[config.mk]
export PLATFORM = sky130hd
export DESIGN_NAME = lru_page_replacement_flat
export DESIGN_NICKNAME = d
export VERILOG_FILES = /design/src/design/lrupr_pkg.sv /design/src/design/lrupr_if.sv /design/src/design/lru_page_replacement.sv /design/src/flat_wrapper.sv
export SDC_FILE = /design/constraint.sdc
export NUM_CORES = 1
export LEC_CHECK = 0
export BUFFER_PORTS_ARGS = -buffer_cell sky130_fd_sc_hd__buf_2
export CAP_MARGIN = 40
export CORE_ASPECT_RATIO = 1.4
export CORE_MARGIN = 4
export CORE_UTILIZATION = 45
export CTS_CLUSTER_DIAMETER = 50
export DETAILED_ROUTE_END_ITERATION = 12
export GPL_TIMING_DRIVEN = 0
export SLEW_MARGIN = 20
export SYNTH_ARGS = -nofsm -noshare
export SYNTH_HDL_FRONTEND = slang
export SYNTH_SLANG_ARGS = --single-unit
[constraint.sdc]
create_clock -name i_clk -period 4.6 [get_ports i_clk]
set_clock_uncertainty 0.1 [all_clocks]
set_input_delay 0.46 -clock i_clk [delete_from_list [all_inputs] [get_ports i_clk]]
set_output_delay 0.46 -clock i_clk [all_outputs]
set_load 0.005 [all_outputs]
[src/design/lrupr_pkg.sv]
`timescale 1ns / 1ps

package lrupr_pkg;

    localparam int CFG_BITS   = 4;
    localparam int FRAME_BITS = 3;

    localparam logic [CFG_BITS-1:0] CFG_RESET = 4'd8;

endpackage

[src/design/lrupr_if.sv]
`timescale 1ns / 1ps

interface lrupr_req_if #(
    parameter int PAGE_BITS = 16
);
    logic                 valid;
    logic                 ready;
    logic [PAGE_BITS-1:0] page;

    modport source (output valid, output page, input ready);
    modport sink   (input valid, input page, output ready);
endinterface

interface lrupr_rsp_if #(
    parameter int PAGE_BITS = 16
);
    logic                                valid;
    logic                                ready;
    logic                                hit;
    logic [lrupr_pkg::FRAME_BITS-1:0]    frame;
    logic                                evicted_valid;
    logic [PAGE_BITS-1:0]                evicted_page;

    modport source (output valid, output hit, output frame, output evicted_valid,
                    output evicted_page, input ready);
    modport sink   (input valid, input hit, input frame, input evicted_valid,
                    input evicted_page, output ready);
endinterface

[src/design/lru_page_replacement.sv]
// a reference is captured in idle, its frames are scanned, then the update registers the result beat
// a miss scans all F active frames, a hit stops at the matching frame (index + 1)
// one frame is looked up per cycle by the shared page compare and age scan unit
// one item in flight at a time: a new reference is taken only once the result beat is accepted
// synchronous active-low reset clears valid bits, ages, state and the frame count r_cfg (to 8)
// frame page contents are not cleared and are only read behind a set valid bit
`timescale 1ns / 1ps

module lru_page_replacement #(
    parameter int MAX_FRAMES = 8,
    parameter int PAGE_BITS  = 16
) (
    input  logic                           i_clk,
    input  logic                           i_rst_n,
    input  logic                           i_cfg_we,
    input  logic [lrupr_pkg::CFG_BITS-1:0] i_cfg_wdata,
    lrupr_req_if.sink                      i_req,
    lrupr_rsp_if.source                    o_rsp
);

    localparam int IW = (MAX_FRAMES > 1) ? $clog2(MAX_FRAMES) : 1;
    localparam int AW = IW;
    localparam logic [AW-1:0] AGE_MAX = AW'(MAX_FRAMES - 1);

    typedef enum logic [1:0] {
        S_IDLE,
        S_SCAN,
        S_UPDATE,
        S_OUT
    } t_state;

    t_state                           r_state;
    logic [lrupr_pkg::CFG_BITS-1:0]   r_cfg;
    logic [PAGE_BITS-1:0]             r_page;
    logic [IW-1:0]                    r_cnt;
    logic [IW-1:0]                    r_last;
    logic                             r_found;
    logic [IW-1:0]                    r_hit_idx;
    logic [AW-1:0]                    r_hit_age;
    logic                             r_empty;
    logic [IW-1:0]                    r_empty_idx;
    logic [IW-1:0]                    r_old_idx;
    logic [AW-1:0]                    r_old_age;
    logic [PAGE_BITS-1:0]             r_old_page;
    logic [MAX_FRAMES-1:0]            r_valid;
    logic [AW-1:0]                    r_age   [MAX_FRAMES];
    logic [PAGE_BITS-1:0]             r_pages [MAX_FRAMES];

    logic                             r_out_valid;
    logic                             r_out_hit;
    logic [lrupr_pkg::FRAME_BITS-1:0] r_out_frame;
    logic                             r_out_ev_valid;
    logic [PAGE_BITS-1:0]             r_out_ev_page;

    int unsigned                      w_eff;
    logic [IW-1:0]                    w_last;
    logic                             w_match;
    logic                             w_fill;
    logic [IW-1:0]                    w_sel;
    logic [AW-1:0]                    w_sel_age;
    logic [AW-1:0]                    n_age   [MAX_FRAMES];

    // clamp the frame count to 1 .. MAX_FRAMES
    always_comb begin
        w_eff = 32'(r_cfg);
        if (w_eff < 1) begin
            w_eff = 1;
        end
        if (w_eff > MAX_FRAMES) begin
            w_eff = MAX_FRAMES;
        end
        w_last = IW'(w_eff - 1);
    end

    // shared compare unit: one frame per cycle
    assign w_match = r_valid[r_cnt] && (r_pages[r_cnt] == r_page);

    always_comb begin
        w_fill = 1'b0;
        if (r_found) begin
            w_sel     = r_hit_idx;
            w_sel_age = r_hit_age;
        end else if (r_empty) begin
            w_sel     = r_empty_idx;
            w_sel_age = '0;
            w_fill    = 1'b1;
        end else begin
            w_sel     = r_old_idx;
            w_sel_age = r_old_age;
        end
        for (int k = 0; k < MAX_FRAMES; k++) begin
            n_age[k] = r_age[k];
            if (IW'(k) == w_sel) begin
                n_age[k] = '0;
            end else if (w_fill) begin
                if (r_valid[k] && (r_age[k] < AGE_MAX)) begin
                    n_age[k] = r_age[k] + 1'b1;
                end
            end else if (r_valid[k] && (r_age[k] < w_sel_age)) begin
                n_age[k] = r_age[k] + 1'b1;
            end
        end
    end

    always_ff @(posedge i_clk) begin
        if (!i_rst_n) begin
            r_state     <= S_IDLE;
            r_cfg       <= lrupr_pkg::CFG_RESET;
            r_valid     <= '0;
            r_out_valid <= 1'b0;
            for (int k = 0; k < MAX_FRAMES; k++) begin
                r_age[k] <= '0;
            end
        end else begin
            if (i_cfg_we) begin
                r_cfg <= i_cfg_wdata;
            end
            unique case (r_state)
                S_IDLE: begin
                    if (i_req.valid) begin
                        r_page  <= i_req.page;
                        r_cnt   <= '0;
                        r_last  <= w_last;
                        r_found <= 1'b0;
                        r_empty <= 1'b0;
                        r_state <= S_SCAN;
                    end
                end
                S_SCAN: begin
                    // oldest frame, lowest index on ties
                    if ((r_cnt == '0) || (r_age[r_cnt] > r_old_age)) begin
                        r_old_idx  <= r_cnt;
                        r_old_age  <= r_age[r_cnt];
                        r_old_page <= r_pages[r_cnt];
                    end
                    if (!r_valid[r_cnt] && !r_empty) begin
                        r_empty     <= 1'b1;
                        r_empty_idx <= r_cnt;
                    end
                    if (w_match) begin
                        r_found   <= 1'b1;
                        r_hit_idx <= r_cnt;
                        r_hit_age <= r_age[r_cnt];
                        r_state   <= S_UPDATE;
                    end else if (r_cnt == r_last) begin
                        r_state <= S_UPDATE;
                    end else begin
                        r_cnt <= r_cnt + 1'b1;
                    end
                end
                S_UPDATE: begin
                    for (int k = 0; k < MAX_FRAMES; k++) begin
                        r_age[k] <= n_age[k];
                    end
                    if (!r_found) begin
                        r_pages[w_sel] <= r_page;
                        r_valid[w_sel] <= 1'b1;
                    end
                    r_out_valid    <= 1'b1;
                    r_out_hit      <= r_found;
                    r_out_frame    <= lrupr_pkg::FRAME_BITS'(w_sel);
                    r_out_ev_valid <= !r_found && !r_empty;
                    r_out_ev_page  <= (!r_found && !r_empty) ? r_old_page : '0;
                    r_state        <= S_OUT;
                end
                S_OUT: begin
                    if (o_rsp.ready) begin
                        r_out_valid <= 1'b0;
                        r_state     <= S_IDLE;
                    end
                end
                default: begin
                    r_state <= S_IDLE;
                end
            endcase
        end
    end

    assign i_req.ready         = (r_state == S_IDLE);
    assign o_rsp.valid         = r_out_valid;
    assign o_rsp.hit           = r_out_hit;
    assign o_rsp.frame         = r_out_frame;
    assign o_rsp.evicted_valid = r_out_ev_valid;
    assign o_rsp.evicted_page  = r_out_ev_page;

    // never take a new reference while a result beat is pending
    a_no_overlap: assert property (@(posedge i_clk) disable iff (!i_rst_n)
        !(i_req.ready && o_rsp.valid))
        else $error("input ready while result pending");

    // a delivered result frees the block for the next reference
    a_out_then_idle: assert property (@(posedge i_clk) disable iff (!i_rst_n)
        (o_rsp.valid && o_rsp.ready) |=> i_req.ready)
        else $error("block not ready after result beat");

    // a hit never evicts
    a_hit_no_evict: assert property (@(posedge i_clk) disable iff (!i_rst_n)
        (o_rsp.valid && o_rsp.hit) |-> !o_rsp.evicted_valid)
        else $error("eviction reported on a hit");

    // evicted page reads zero unless something was replaced
    a_ev_page_zero: assert property (@(posedge i_clk) disable iff (!i_rst_n)
        (o_rsp.valid && !o_rsp.evicted_valid) |-> (o_rsp.evicted_page == '0))
        else $error("nonzero evicted page without eviction");

    // the reported frame is always resident after the update
    a_frame_valid: assert property (@(posedge i_clk) disable iff (!i_rst_n)
        $rose(o_rsp.valid) |-> r_valid[$past(w_sel)])
        else $error("reported frame not valid");

endmodule

[src/flat_wrapper.sv]
// flat-port wrapper written by rule: the top's interface ports become plain ports
module lru_page_replacement_flat 
#(
    parameter int MAX_FRAMES = 8,
    parameter int PAGE_BITS  = 16
)
  (i_clk, i_rst_n, i_cfg_we, i_cfg_wdata, i_req_valid, i_req_page, i_req_ready, o_rsp_valid, o_rsp_hit, o_rsp_frame, o_rsp_evicted_valid, o_rsp_evicted_page, o_rsp_ready);
  lrupr_req_if #(.PAGE_BITS(PAGE_BITS)) i_req_i ();
  lrupr_rsp_if #(.PAGE_BITS(PAGE_BITS)) o_rsp_i ();
  input  logic i_clk;
  input  logic i_rst_n;
  input  logic i_cfg_we;
  input  logic [lrupr_pkg::CFG_BITS-1:0] i_cfg_wdata;
  input wire logic [$bits(i_req_i.valid)-1:0] i_req_valid;
  input wire logic [$bits(i_req_i.page)-1:0] i_req_page;
  output wire logic [$bits(i_req_i.ready)-1:0] i_req_ready;
  output wire logic [$bits(o_rsp_i.valid)-1:0] o_rsp_valid;
  output wire logic [$bits(o_rsp_i.hit)-1:0] o_rsp_hit;
  output wire logic [$bits(o_rsp_i.frame)-1:0] o_rsp_frame;
  output wire logic [$bits(o_rsp_i.evicted_valid)-1:0] o_rsp_evicted_valid;
  output wire logic [$bits(o_rsp_i.evicted_page)-1:0] o_rsp_evicted_page;
  input wire logic [$bits(o_rsp_i.ready)-1:0] o_rsp_ready;
  assign i_req_i.valid = i_req_valid;
  assign i_req_i.page = i_req_page;
  assign i_req_ready = i_req_i.ready;
  assign o_rsp_valid = o_rsp_i.valid;
  assign o_rsp_hit = o_rsp_i.hit;
  assign o_rsp_frame = o_rsp_i.frame;
  assign o_rsp_evicted_valid = o_rsp_i.evicted_valid;
  assign o_rsp_evicted_page = o_rsp_i.evicted_page;
  assign o_rsp_i.ready = o_rsp_ready;
  lru_page_replacement #(.MAX_FRAMES(MAX_FRAMES), .PAGE_BITS(PAGE_BITS)) u_core (.i_clk(i_clk), .i_rst_n(i_rst_n), .i_cfg_we(i_cfg_we), .i_cfg_wdata(i_cfg_wdata), .i_req(i_req_i), .o_rsp(o_rsp_i));
endmodule
==> impl_metrics.env, run 1 <==
export IMPL_final_antenna_net_count=0
export IMPL_fin_nets=810
export IMPL_synth_edff_count=228
export IMPL_end_kind="flop"
export IMPL_firstDrtPassIters=5
export IMPL_crit_buf_inv=2
export IMPL_crit_family="multiplexers"
export IMPL_cts_repair_resized=0
export IMPL_io_pins=48
export IMPL_htreeDepth=1
export IMPL_power_density_nw_per_um2=552
export IMPL_min_period_over_period_pct=86.3
export IMPL_grt_setup_unrepaired="no"
export IMPL_clk_pin_slew_ns=0.07
export IMPL_track_usage_pct=18.3
export IMPL_initial_utilization_pct=45.5
export IMPL_path_class="flop to flop"
export IMPL_totalWireLength_um=23300
export IMPL_grt_pass1_vias=6176
export IMPL_met1_usage_pct=23.0
export IMPL_maxSlewHeadroom_pct=29.7
export IMPL_num_vias=5892
export IMPL_power_mw=6.73
export IMPL_rows=66
export IMPL_dieArea_um2=26000
export IMPL_ctsLongestPathBuffers=3
export IMPL_overflow=0
export IMPL_hp_class="input pin to flop"
export IMPL_drc=0
export IMPL_p_leak_nw=4.35
export IMPL_peakVddDrop_mv=0.284
export IMPL_drt_wirelength_per_cell_um=21.7
export IMPL_yosys_warnings=0
export IMPL_final_max_slew_viol_count=0
export IMPL_grt_busiest_layer="met2"
export IMPL_antenna_cells=0
export IMPL_seq_area_um2=7210
export IMPL_avgSynthCellArea_um2=15.7
export IMPL_ctsRootBufferMaster="clkbuf_16"
export IMPL_n_fill_cell=1933
export IMPL_grt_max_degree=23
export IMPL_finalHoldViolations=0
export IMPL_ys_async_sr_fraction_pct=0
export IMPL_synth_seq_cells=246
export IMPL_cp_max_fo=22
export IMPL_insertion_delay_ns=0.51
export IMPL_status="finished, final reports clean"
export IMPL_crit_top_cell="a21oi_1"
export IMPL_max_freq_ghz=0.252
export IMPL_synthesis_area_um2=10600
export IMPL_syn_inst=672
export IMPL_setup_viol=0
export IMPL_cts_sinks=246
export IMPL_dpl_instance_area_um2=11400
export IMPL_numCtsBuffers=25
export IMPL_drtIter0Drc=410
export IMPL_synth_nets=731
export IMPL_critPathArrivalTime_ns=4.00
export IMPL_worst_pin_slew_ns=1.05
export IMPL_stdcell_area_um2=12200
export IMPL_fp_dieH_um=189
export IMPL_gr_usage_met2_pct=33.0
export IMPL_grtUsageMet3_pct=2.21
export IMPL_fp_coreArea_um2=23200
export IMPL_multi_input_area_um2=3190
export IMPL_hpwl_um=15900
export IMPL_cts_setup_buffers=0
export IMPL_viasPerCell=5.48
export IMPL_port_buffers=45
export IMPL_drive_above_1_share_pct=20.3
export IMPL_crit_path_cell_trace="buf_4, buf_2, mux4_2, mux2_2, ha_1, a21o_1, a21oi_1, a31oi_1, a21oi_1, nor2_4"
export IMPL_area_delta_synth_final_pct=15.5
export IMPL_period_minus_slack_ns=3.97
export IMPL_dp_cells=1028
export IMPL_die_w_um=137
export IMPL_antenna_found_initial=0
export IMPL_cts_tree="yes"
export IMPL_worstSetupStartpointType="flop"
export IMPL_maxCapViolCount=0
export IMPL_max_stage_delay_ns=0.62
export IMPL_yosysUniqueCellTypes=49
export IMPL_gp_congestion=0.852
export IMPL_ys_flop_type="edfxtp_1"
export IMPL_timing_reg2reg_setup_slack_ns=0.63
export IMPL_finalNonFillerCells=1075
export IMPL_cp_slowest_cell="nor2_4"
export IMPL_seq_area_frac_synth_pct=68.3
export IMPL_worstPathRequired_ns=4.63
export IMPL_grt_pass1_wl_um=35600
-- cell usage after synthesis (all sizes together), types with 11 or more instances --
cell type	instances	area share (%)
mux4	25	5.4
mux2i	42	4.0
nand2b	14	0.83
buf	11	0.88
nor2	51	1.8
edfxtp	228	65
mux2	18	1.9
and2	23	1.4
nand2	23	0.82
inv	30	1.1
a21oi	25	1.2
xnor2	21	1.7
ha	34	4.0
o21ai	21	1.0
dfxtp	18	3.4
-- path summary, 6_finish.rpt --
| path | endpoint | cells past startpoint | startpoint |
|---|---|---|---|
| setup / recovery | u_core.r_old_page[13] | 10 | flop |
| hold / removal | u_core.r_page[4] | 1 | i_req_page[4] |
| setup reg to reg | u_core.r_old_page[13] | 10 | flop |
| hold reg to reg | u_core.o_rsp.valid | 2 | u_core.o_rsp.valid |
-- cell usage in the layout, fill, tap and decap left out, types with 3 or more instances in the layout --
| master | Yosys | layout |
|---|---|---|
| clkbuf_8 | 0 | 4 |
| a22oi_1 | 3 | 3 |
| clkinvlp_4 | 0 | 3 |
| mux2_2 | 16 | 16 |
| a31oi_1 | 3 | 3 |
| nand2b_1 | 14 | 14 |
| nor3_1 | 6 | 6 |
| clkinv_1 | 1 | 4 |
| o211ai_1 | 6 | 6 |
| inv_1 | 30 | 30 |
| xor2_1 | 3 | 3 |
| clkinv_2 | 0 | 5 |
| mux4_2 | 24 | 24 |
| buf_16 | 0 | 3 |
| buf_4 | 5 | 5 |
| nor2_4 | 0 | 10 |
| nor2b_1 | 3 | 3 |
| a21oi_1 | 25 | 25 |
| nand2_1 | 23 | 23 |
| buf_2 | 2 | 47 |
| dfxtp_1 | 18 | 18 |
| clkbuf_1 | 8 | 10 |
| o2bb2ai_1 | 3 | 3 |
| o21ai_0 | 20 | 20 |
| nand4_1 | 10 | 10 |
| xnor2_1 | 21 | 21 |
| and2_1 | 23 | 23 |
| a21o_1 | 9 | 9 |
| buf_6 | 4 | 4 |
| nor2_1 | 51 | 41 |
| edfxtp_1 | 228 | 228 |
| mux2i_1 | 42 | 42 |
| o21a_1 | 7 | 7 |
| ha_1 | 34 | 34 |
| o22ai_1 | 7 | 7 |
| clkbuf_16 | 0 | 25 |
-- worst register-to-register path, stage by stage (launching register included) --
cell,delay [ns]
dfxtp_1,0.50
buf_4,0.29
buf_2,0.38
mux4_2,0.58
mux2_2,0.31
ha_1,0.30
a21o_1,0.11
a21oi_1,0.06
a31oi_1,0.22
a21oi_1,0.11
nor2_4,0.62
-- state kept, by name (all words and copies together), names as in the netlist, 4 cells and up, named ones only --
signal and count:
u_core.r_cfg 4, u_core.r_page 16, u_core.r_pages 128, u_core.r_old_page 16
u_core.o_rsp.evicted_page 16, u_core.r_valid 8, u_core.r_age 24
-- layout make-up --
| class | count | area share (%) |
|---|---|---|
| flip-flops and latches | 246 | 59.1 |
| multi-input cells | 376 | 26.1 |
| well taps | 306 | 3.14 |
| plain buffers | 19 | 1.01 |
| inverters | 31 | 0.954 |
| clock inverters | 14 | 1.05 |
| clock buffers | 31 | 5.64 |
| repair buffers | 52 | 2.98 |
-- stage by stage --
stage / utilization [%] / setup WS [ns] / TNS (ns) / hold slack, ns
after floorplan: - / 0.903 / 0 / 0.343
after global placement: 48.1 / -0.461 / -10.11 / 0.365
after detailed placement: 48.9 / 0.608 / 0 / 0.379
after CTS: 52.5 / 0.593 / 0 / 0.000713
after global routing: 52.5 / 0.383 / 0 / 0.000426
final: 52.5 / 0.631 / 0 / 0.0213
-- per-layer routing --
metal	up-vias	wire (um)
met4	0	482
li1	2722	-
met5	-	0
met2	146	12600
met1	2991	9390
met3	33	891
-- power breakdown --
group          total, mW  internal (mW)  leakage, nW  switching [mW]
logic               1.77          0.745         1.72            1.03
registers           2.96           2.78         2.24           0.187
clock network       1.99           1.17        0.397           0.820
-- cells by family (layout without fill, tap and decap cells) --
group / count (synthesis) / count (layout) / synth area share (%)
buf+inv: 50 / 147 / 2.26
compound gates: 91 / 91 / 5.48
flops: 246 / 246 / 68.3
simple gates: 142 / 142 / 6.70
xor+xnor: 24 / 24 / 1.99
mux: 85 / 85 / 11.3
fa+ha+maj: 34 / 34 / 4.03
-- timing repair --
action | 4_1_cts | 5_1_grt
endpoints found under the setup margin | 0 | 0
hold buffers | 0 | 2
hold endpoints to repair | 0 | 2
(Power assumes the default switching activity.)
==> run 2, diff against run 1 <==
--- a/config.mk
+++ b/config.mk
@@ -8,8 +8,7 @@
 export BUFFER_PORTS_ARGS = -buffer_cell sky130_fd_sc_hd__buf_2
 export CAP_MARGIN = 40
 export CORE_ASPECT_RATIO = 1.4
-export CORE_MARGIN = 4
-export CORE_UTILIZATION = 45
+export CORE_UTILIZATION = 30
 export CTS_CLUSTER_DIAMETER = 50
 export DETAILED_ROUTE_END_ITERATION = 12
 export GPL_TIMING_DRIVEN = 0
==> impl_metrics.env, run 2 (synthesis results as in run 1) <==
export IMPL_numCtsBuffers=24
export IMPL_power_density_nw_per_um2=544
export IMPL_max_stage_delay_ns=0.61
export IMPL_antenna_cells=0
export IMPL_port_buffers=45
export IMPL_final_max_slew_viol_count=0
export IMPL_grt_max_degree=23
export IMPL_worstPathRequired_ns=4.66
export IMPL_min_period_over_period_pct=84.7
export IMPL_largest_reg_flops=128
export IMPL_crit_path_cell_trace="buf_4, buf_2, mux4_2, mux2_2, ha_1, a21o_1, a21oi_1, a31oi_1, a21oi_1, nor2_4"
export IMPL_final_antenna_net_count=0
export IMPL_seq_area_um2=7210
export IMPL_viasPerCell=4.64
export IMPL_maxSlewHeadroom_pct=39.9
export IMPL_maxCapViolCount=0
export IMPL_critPathArrivalTime_ns=3.96
export IMPL_io_pins=48
export IMPL_insertion_delay_ns=0.53
export IMPL_fin_nets=818
export IMPL_num_vias=5698
export IMPL_cts_tree="yes"
export IMPL_status="finished, final reports clean"
export IMPL_ctsLongestPathBuffers=3
export IMPL_dieArea_um2=36000
export IMPL_drtIter0Drc=360
export IMPL_hpwl_um=15500
export IMPL_initial_utilization_pct=30.7
export IMPL_finalHoldViolations=0
export IMPL_fp_coreArea_um2=34300
export IMPL_track_usage_pct=12.9
export IMPL_drive_above_1_share_pct=19.2
export IMPL_regMostFlops="u_core.r_pages"
export IMPL_setup_viol=0
export IMPL_reg_top3="u_core.r_pages (128), u_core.r_age (24)"
export IMPL_grt_setup_unrepaired="no"
export IMPL_totalWireLength_um=22700
export IMPL_overflow=0
export IMPL_path_class="flop to flop"
export IMPL_drc=0
export IMPL_ctsRootBufferMaster="clkbuf_16"
export IMPL_cts_sinks=246
export IMPL_crit_top_cell="a21oi_1"
export IMPL_cp_slowest_cell="mux4_2"
export IMPL_peakVddDrop_mv=0.253
export IMPL_dpl_instance_area_um2=11500
export IMPL_multi_input_area_um2=3190
export IMPL_p_leak_nw=4.35
export IMPL_antenna_found_initial=0
export IMPL_layout_commonest_cell="edfxtp_1"
export IMPL_power_mw=6.73
export IMPL_gp_congestion=0.851
export IMPL_firstDrtPassIters=4
export IMPL_worstSetupStartpointType="flop"
export IMPL_grt_pass1_wl_um=35100
export IMPL_end_kind="flop"
export IMPL_max_freq_ghz=0.257
export IMPL_htreeDepth=1
export IMPL_worst_pin_slew_ns=0.901
export IMPL_fp_dieH_um=224
export IMPL_period_minus_slack_ns=3.90
export IMPL_drt_wirelength_per_cell_um=18.5
export IMPL_area_delta_synth_final_pct=17.3
export IMPL_grt_pass1_vias=5977
export IMPL_cts_setup_buffers=0
export IMPL_timing_reg2reg_setup_slack_ns=0.70
export IMPL_hp_class="input pin to flop"
export IMPL_die_w_um=161
export IMPL_stdcell_area_um2=12400
export IMPL_final_cell_mix="228 x edfxtp_1, 48 x buf_2, 42 x mux2i_1, 41 x nor2_1, 34 x ha_1"
export IMPL_clk_pin_slew_ns=0.06
export IMPL_n_fill_cell=3235
export IMPL_rows=80
export IMPL_cp_max_fo=22
run 2: cell count changes in the layout (fill, tap and decap cells not counted), moves of 3 or more:
cell,delta
dlygate4sd3_1,+10
clkbuf_8,-4
clkinv_4,+3
clkinv_2,-4
buf_16,-3
clkinv_1,+4
run 2: final timing paths:
| path | start | to | cells after the start |
|---|---|---|---|
| hold / removal | i_req_page[12] | u_core.r_page[12] | 1 |
| setup reg to reg | flop | u_core.r_old_page[0] | 10 |
| setup / recovery | flop | u_core.r_old_page[0] | 10 |
| hold reg to reg | u_core.o_rsp.valid | u_core.o_rsp.valid | 2 |
run 2: layout make-up:
cell class,count,share of cell area [%]
Sequential cell,246,58.2
Timing Repair Buffer,61,3.11
Multi-Input combinational cell,376,25.7
Tap cell,451,4.56
Clock buffer,28,5.14
Clock inverter,16,1.31
Buffer,19,0.990
Inverter,31,0.940
run 2: layer usage:
layer | routed length, um | GRT usage, %
met4 | 573 | 4.92
met5 | 0 | 0
met1 | 9130 | 15.0
met3 | 944 | 1.44
met2 | 12000 | 24.0
run 2: through the flow:
step	hold WS, ns	setup TNS, ns	util (%)	setup WS [ns]	instances
2_1_floorplan	0.343	0	-	0.903	672
3_3_place_gp	0.373	-5.17	33.0	-0.238	1168
3_5_place_dp	0.371	0	33.4	0.646	1171
4_1_cts	0.00207	0	36.0	0.633	1227
5_1_grt	0.0132	0	36.1	0.451	1228
6_report	0.0118	0	36.1	0.703	1228
run 2: critical path, delay by kind of cell (launching register included):
| kind | cells | cell delay (ns) |
|---|---|---|
| AND/OR/NAND/NOR | 1 | 0.55 |
| multiplexers | 2 | 0.93 |
| buffers and inverters | 2 | 0.66 |
| AO/OA/AOI/OAI | 4 | 0.54 |
| flip-flops | 1 | 0.43 |
| adder cells (fa/ha/maj) | 1 | 0.30 |
run 2: power by group:
part | internal (mW) | total (mW) | leakage [nW] | switching (mW)
Sequential | 2.77 | 2.96 | 2.24 | 0.187
Combinational | 0.748 | 1.78 | 1.73 | 1.03
Clock | 1.16 | 1.99 | 0.382 | 0.832
Total | 4.68 | 6.73 | 4.35 | 2.05
run 2: repair_timing:
item,4_1_cts,5_1_grt
hold buffers,12,0
endpoints found under the hold margin,12,0
resized for setup,0,0
